`config.mk`:
```
export PLATFORM = sky130hd
export DESIGN_NAME = ring_buffer_dma_chunker_top
export DESIGN_NICKNAME = d
export VERILOG_FILES = /design/src/hw/rtl/rbdc_pkg.sv /design/src/hw/rtl/ring_buffer_dma_chunker_top.sv /design/src/hw/rtl/rbdc_ram.sv /design/src/hw/rtl/rbdc_ctrl.sv
export SDC_FILE = /design/constraint.sdc
export NUM_CORES = 2
export LEC_CHECK = 0
export ABC_CLOCK_PERIOD_IN_PS = 8400
export BUFFER_PORTS_ARGS = -buffer_cell sky130_fd_sc_hd__buf_2
export CORE_MARGIN = 5
export CORE_UTILIZATION = 60
export CTS_CLUSTER_DIAMETER = 100
export DETAILED_ROUTE_END_ITERATION = 12
export PLACE_DENSITY = 0.76
export SYNTH_ARGS = -nofsm -noshare
export SYNTH_HDL_FRONTEND = slang
export SYNTH_SLANG_ARGS = --single-unit
```
`constraint.sdc`:
```
create_clock -name clk -period 8.4 [get_ports clk]
set_clock_uncertainty 0.2 [all_clocks]
set_input_delay 1.68 -clock clk [delete_from_list [all_inputs] [get_ports clk]]
set_output_delay 1.68 -clock clk [all_outputs]
set_load 0.05 [all_outputs]
```
`src/hw/rtl/rbdc_pkg.sv`:
```
`timescale 1ns / 1ps

package rbdc_pkg;

	typedef enum logic [1:0] {
		CMD_PUSH  = 2'd0,
		CMD_DONE  = 2'd1,
		CMD_FETCH = 2'd2
	} rbdc_cmd_e;

	typedef struct packed {
		logic [1:0] command;
		logic [7:0] byte_value;
		logic       last_of_message;
		logic [8:0] fetch_index;
	} rbdc_in_t;

	typedef struct packed {
		logic       byte_dropped;
		logic       chunk_started;
		logic [8:0] chunk_start_index;
		logic [5:0] chunk_length;
		logic [7:0] fetched_byte;
	} rbdc_out_t;

	// request from the pointer logic to the byte store: write strobe, write data and fetch flag
	typedef struct packed {
		logic       fetch;
		logic       write;
		logic [7:0] wdata;
	} rbdc_mem_req_t;

endpackage

```
`src/hw/rtl/ring_buffer_dma_chunker_top.sv`:
```
`timescale 1ns / 1ps

// channel   handshake                     payload
// input     item_valid / item_ready       item   (rbdc_in_t: command, byte, last, fetch index)
// output    result_valid / result_ready   result (rbdc_out_t: drop, chunk start, fetched byte)
//
// One result word per input word, in the cycle after acceptance; throughput one word per
// cycle while result_ready stays high. The result register sets the rate: a new word is
// taken only when the register is empty or is being drained in the same cycle.
// Pushes and fetches use separate ports of the byte store; fetched data comes from its
// read register. Reset clears the pointers and the result valid flag; the byte store is
// not cleared. A stalled result holds the input side stalled too.

module ring_buffer_dma_chunker_top #(
	parameter int DEPTH     = 512,
	parameter int MAX_CHUNK = 32
) (
	input  logic                clk,
	input  logic                arst_n,
	input  logic                item_valid,
	output logic                item_ready,
	input  rbdc_pkg::rbdc_in_t  item,
	output logic                result_valid,
	input  logic                result_ready,
	output rbdc_pkg::rbdc_out_t result
);

	import rbdc_pkg::*;

	localparam int AW = $clog2(DEPTH);

	rbdc_mem_req_t mem_req;
	rbdc_out_t     res, res_q;
	logic [AW-1:0] waddr, raddr;
	logic [7:0]    rdata;
	logic          accept, valid_q, fetch_q;

	assign item_ready = !valid_q || result_ready;
	assign accept     = item_valid && item_ready;

	rbdc_ctrl #(
		.DEPTH     (DEPTH),
		.MAX_CHUNK (MAX_CHUNK)
	) u_ctrl (
		.clk     (clk),
		.arst_n  (arst_n),
		.accept  (accept),
		.item    (item),
		.mem_req (mem_req),
		.waddr   (waddr),
		.raddr   (raddr),
		.res     (res)
	);

	rbdc_ram #(
		.WIDTH (8),
		.DEPTH (DEPTH)
	) u_store (
		.clk   (clk),
		.we    (mem_req.write),
		.waddr (waddr),
		.wdata (mem_req.wdata),
		.re    (accept && mem_req.fetch),
		.raddr (raddr),
		.rdata (rdata)
	);

	always_ff @(posedge clk or negedge arst_n) begin
		if (!arst_n) begin
			valid_q <= 1'b0;
		end else if (item_ready) begin
			valid_q <= item_valid;
		end
	end

	always_ff @(posedge clk) begin
		if (accept) begin
			res_q   <= res;
			fetch_q <= mem_req.fetch;
		end
	end

	// read data stays put while the word waits: no read is issued without acceptance
	always_comb begin
		result              = res_q;
		result.fetched_byte = fetch_q ? rdata : '0;
	end

	assign result_valid = valid_q;

endmodule

```
`src/hw/rtl/rbdc_ram.sv`:
```
`timescale 1ns / 1ps

module rbdc_ram #(
	parameter int WIDTH = 8,
	parameter int DEPTH = 512
) (
	input  logic                     clk,
	input  logic                     we,
	input  logic [$clog2(DEPTH)-1:0] waddr,
	input  logic [WIDTH-1:0]         wdata,
	input  logic                     re,
	input  logic [$clog2(DEPTH)-1:0] raddr,
	output logic [WIDTH-1:0]         rdata
);

	logic [WIDTH-1:0] mem [DEPTH];

	always_ff @(posedge clk) begin
		if (we) begin
			mem[waddr] <= wdata;
		end
		if (re) begin
			rdata <= mem[raddr];
		end
	end

endmodule

```
`src/hw/rtl/rbdc_ctrl.sv`:
```
`timescale 1ns / 1ps

module rbdc_ctrl #(
	parameter int DEPTH     = 512,
	parameter int MAX_CHUNK = 32
) (
	input  logic                     clk,
	input  logic                     arst_n,
	input  logic                     accept,
	input  rbdc_pkg::rbdc_in_t       item,
	output rbdc_pkg::rbdc_mem_req_t  mem_req,
	output logic [$clog2(DEPTH)-1:0] waddr,
	output logic [$clog2(DEPTH)-1:0] raddr,
	output rbdc_pkg::rbdc_out_t      res
);

	import rbdc_pkg::*;

	localparam int AW = $clog2(DEPTH);
	localparam int LW = $clog2(MAX_CHUNK + 1);
	localparam int SW = ((AW > LW) ? AW : LW) + 1;

	logic [AW-1:0] wr_pos_q, send_pos_q;
	logic [LW-1:0] in_flight_q;

	logic [AW-1:0] wr_next, wr_after, wr_pos_n, send_pos_n;
	logic [LW-1:0] in_flight_n;
	logic [SW-1:0] done_sum;
	logic [AW:0]   span_end, span;
	logic [LW-1:0] len;
	logic          is_push, is_done, full, attempt, start;

	assign is_push = (item.command == CMD_PUSH);
	assign is_done = (item.command == CMD_DONE);

	always_comb begin
		wr_next  = (wr_pos_q == AW'(DEPTH - 1)) ? '0 : wr_pos_q + 1'b1;
		wr_after = (wr_next == AW'(DEPTH - 1)) ? '0 : wr_next + 1'b1;
		full     = (wr_next == send_pos_q);
		done_sum = SW'(send_pos_q) + SW'(in_flight_q);

		wr_pos_n    = wr_pos_q;
		send_pos_n  = send_pos_q;
		in_flight_n = in_flight_q;
		attempt     = 1'b0;

		if (is_push && !full) begin
			wr_pos_n = wr_next;
			attempt  = item.last_of_message || (wr_next == '0) || (wr_after == send_pos_q);
		end else if (is_done) begin
			send_pos_n  = (32'(done_sum) >= DEPTH) ? '0 : AW'(done_sum);
			in_flight_n = '0;
			attempt     = 1'b1;
		end

		// chunk runs to the write position, or to the ring end when data wraps, capped at MAX_CHUNK
		span_end = (wr_pos_n > send_pos_n) ? {1'b0, wr_pos_n} : (AW + 1)'(DEPTH);
		span     = span_end - {1'b0, send_pos_n};
		len      = (32'(span) > MAX_CHUNK) ? LW'(MAX_CHUNK) : LW'(span);
		start    = attempt && (in_flight_n == '0) && (wr_pos_n != send_pos_n);
	end

	always_ff @(posedge clk or negedge arst_n) begin
		if (!arst_n) begin
			wr_pos_q    <= '0;
			send_pos_q  <= '0;
			in_flight_q <= '0;
		end else if (accept) begin
			wr_pos_q    <= wr_pos_n;
			send_pos_q  <= send_pos_n;
			in_flight_q <= start ? len : in_flight_n;
		end
	end

	assign mem_req.write = accept && is_push && !full;
	assign mem_req.wdata = item.byte_value;
	assign mem_req.fetch = (item.command == CMD_FETCH) && (32'(item.fetch_index) < DEPTH);
	assign waddr         = wr_pos_q;
	assign raddr         = AW'(item.fetch_index);

	always_comb begin
		res                   = '0;
		res.byte_dropped      = is_push && full;
		res.chunk_started     = start;
		res.chunk_start_index = start ? 9'(send_pos_n) : '0;
		res.chunk_length      = start ? 6'(len) : '0;
	end

endmodule

```
==> summary.md <==
| Metric | Value |
|---|---|
| Outcome | complete, no violations |
| Flop2flop setup slack | 510 ps |
| TritonCTS Buffers | 406 |
| CTS tree | built |
| VDD IR-drop max | 0.000301 V |
| Non-filler cells, final | 11,300 |
| Worst Setup End Kind | flop |
| Placeable Area | 0.268 mm2 |
| Most instantiated cells after synthesis | edfxtp_1 (4,122), mux4_2 (1,184), nor2_1 (557) |
| 1st-iter DRT viols | 11,400 |
| Hold Fails Final Rpt | 0 |
| Element type at the critical path start | flop |
| First-pass GRT wire length | 559,000 um |
| Placed Area | 0.166 mm2 |
| Max-cap violations | 0 |
| Worst EP arrival | 8460 ps |
| Via-to-Cell Ratio | 6.92 |
| Unrepaired setup endpoints after global routing | no |
| Async set or reset register ratio after synthesis | 0.00603 |
| Post-route setup slack | 507 ps |
| Post-CTS Setup Repair Bufs | 0 |
| FF+latch count, synth | 4,147 |
| Placed insts | 10,500 |
| HP Class | reg2reg |
| Clk pin slew, worst setup/hold paths | 70 ps |
| Final worst-path cycle share | 0.940 |
| Row Count | 190 |
| Clk buf depth | 4 |
| Sum Neg Setup Slack | 0 ps |
| Pwr dens | 247 mW/mm2 |
| Detail-routed net length per standard cell | 34.0 um |
| Detailed-route wire length | 382,000 um |
| Synth top area share | 0.768 |
| Crit path max fanout | 15 |
| Worst setup path class | reg2reg |
| Gate Count Post-Synth | 7,249 |
| DR vias | 77,900 |
| Worst slew pin tran | 1280 ps |
| Total Power | 44.2 mW |
| CP startpoint | u_ctrl.waddr[0] |
| H-tree lvl count | 5 |
| Final setup vio count | 0 |
| Top_reg_cell synth | edfxtp_1 |
| Synth unique cells | 71 |
| Fraction of layout cells with a size suffix above 1 | 0.258 |
| Max Freq | 127 MHz |
| Antenna viol nets, final | 0 |
| Post-synth EDFFs | 4,122 |
| Rel. slew slack | 0.142 |
| Place WS | 563 ps |
| Clk sinks | 4,147 |
| Die footprint | 0.279 mm2 |
| Drt drc | 0 |
| Vias in the first global route | 79,400 |
| Hold_ws | 330 ps |
| CP max-delay cell | a2111oi_2 |
| Slew Limit Fails | 0 |
| Synth top area cells | edfxtp_1 (77%), mux4_2 (17%), nor2_1 (1.3%) |
| Final core utilization | 0.668 |
| Final Cell Area | 0.179 mm2 |
| Initial Utilization | 0.602 |
| Filler Cell Count | 15,900 |
| I/O Pins | 51 |
| Drt pass-1 iters | 6 |
| Yosys warning total | 0 |
| Post-synthesis area per instance | 22.2 um2 |
| Pleak | 55.0 nW |
| Reg2Reg Depth | 30 |
| Synthesized area | 0.161 mm2 |
| Register area share after synthesis | 0.772 |
| Layout area overhead | 10.9% |
| Largest net degree at the start of global routing | 221 |
| Buffers added on ports | 50 |
| Initial antenna violation count | 14 |
| Min cycle time layout | 7890 ps |
| Fin nets | 7,436 |
| Post-synth top area cell | edfxtp_1 |
| Die Ht | 528 um |
| Die W | 528 um |
| Cell with the most instances after synthesis | edfxtp_1 |
| Grt total ovfl | 0 |
| Worst-skew pair later-pin latency | 870 ps |
| Post-CTS Hold Buffers | 0 |
| Worst R2R Start | u_ctrl.waddr[0] |
| Crit path to | u_ctrl.in_flight_q[4] |
| Crit path largest cell delay | 630 ps |
| Gr usage total | 0.275 |
| Syn Nets | 7,307 |
| Final HPWL DP | 213,000 um |
| CTS root buf | clkbuf_16 |
| Worst EP required | 8960 ps |
| Placer Congestion | 0.876 |
| RR Endpoint | u_ctrl.in_flight_q[4] |
how the worst min path moves through the flow:
stage                                     start               endpoint  slack, ps  cells after the start
after detailed placement  u_ctrl.in_flight_q[3]  u_ctrl.in_flight_q[3]        320                      2
after global routing      u_ctrl.in_flight_q[3]  u_ctrl.in_flight_q[3]        380                      2
after CTS                 u_ctrl.in_flight_q[3]  u_ctrl.in_flight_q[3]        330                      2
after floorplan           u_ctrl.in_flight_q[0]  u_ctrl.in_flight_q[0]        280                      2
final                     u_ctrl.in_flight_q[3]  u_ctrl.in_flight_q[3]        330                      2
after global placement    u_ctrl.in_flight_q[3]  u_ctrl.in_flight_q[3]        320                      2
flip-flops by register name, summed over array words and instances (netlist names):
| register | count |
|---|---|
| fetch_q | 1 |
| u_ctrl.in_flight_q | 6 |
| result | 17 |
| u_store.rdata | 8 |
| u_ctrl.waddr | 9 |
| result_valid | 1 |
| u_ctrl.send_pos_q | 9 |
| u_store.mem | 4096 |
power breakdown:
group	switching, mW	total (mW)	internal, mW
logic	2.22	3.27	1.05
registers	0.0898	22.9	22.8
clock network	7.71	18.0	10.3
total	10.0	44.2	34.2
cells in the final DEF, fill, tap and decap left out, types with 43 or more instances in the layout:
cell type	count
nor2_1	554
a21oi_1	101
buf_4	83
mux4_2	1184
clkinv_2	74
a22oi_1	155
clkbuf_16	411
clkinv_1	81
bufinv_16	43
nand2_1	97
o21ai_0	47
mux2i_1	71
edfxtp_1	4122
clkbuf_1	72
worst max-delay path: cells and delay by family, from the launching register on:
| kind | cells | cell delay [ps] |
|---|---|---|
| compound gates | 12 | 2810 |
| xor+xnor | 1 | 170 |
| fa+ha+maj | 5 | 1510 |
| buf+inv | 4 | 730 |
| flops | 1 | 590 |
| simple gates | 8 | 1760 |
final cells by class:
cell class                      count  area [um2]  area share
Clock inverter                    241        2440      0.0137
Inverter                           25        93.8    0.000525
Timing Repair Buffer              169        1720     0.00961
Sequential cell                  4147      124000       0.695
Clock buffer                      485       10600      0.0592
Antenna cell                        6        15.0   0.0000839
Multi-Input combinational cell   2629       35200       0.197
Tap cell                         3552        4440      0.0248
cells by family after synthesis:
family / count (synthesis) / synth area share
simple gates: 850 / 0.0228
flops: 4147 / 0.772
xor+xnor: 23 / 0.00125
mux: 1264 / 0.170
fa+ha+maj: 34 / 0.00273
buf+inv: 473 / 0.0116
compound gates: 458 / 0.0197
routing by layer:
| layer | GRT usage | vias up | routed length [um] | part of all wire |
|---|---|---|---|---|
| li1 | - | 30900 | - | - |
| met1 | 0.389 | 41000 | 139000 | 0.36 |
| met2 | 0.436 | 5122 | 187000 | 0.49 |
| met3 | 0.0557 | 876 | 39100 | 0.10 |
| met4 | 0.102 | 6 | 16700 | 0.044 |
| met5 | 0 | - | 43 | 0.00011 |
timing repair:
action                     4_1_cts  5_1_grt
setup endpoints to repair        0       10
hold endpoints to repair         0        0
gates resized for setup          0        2
(Power assumes the default switching activity.)
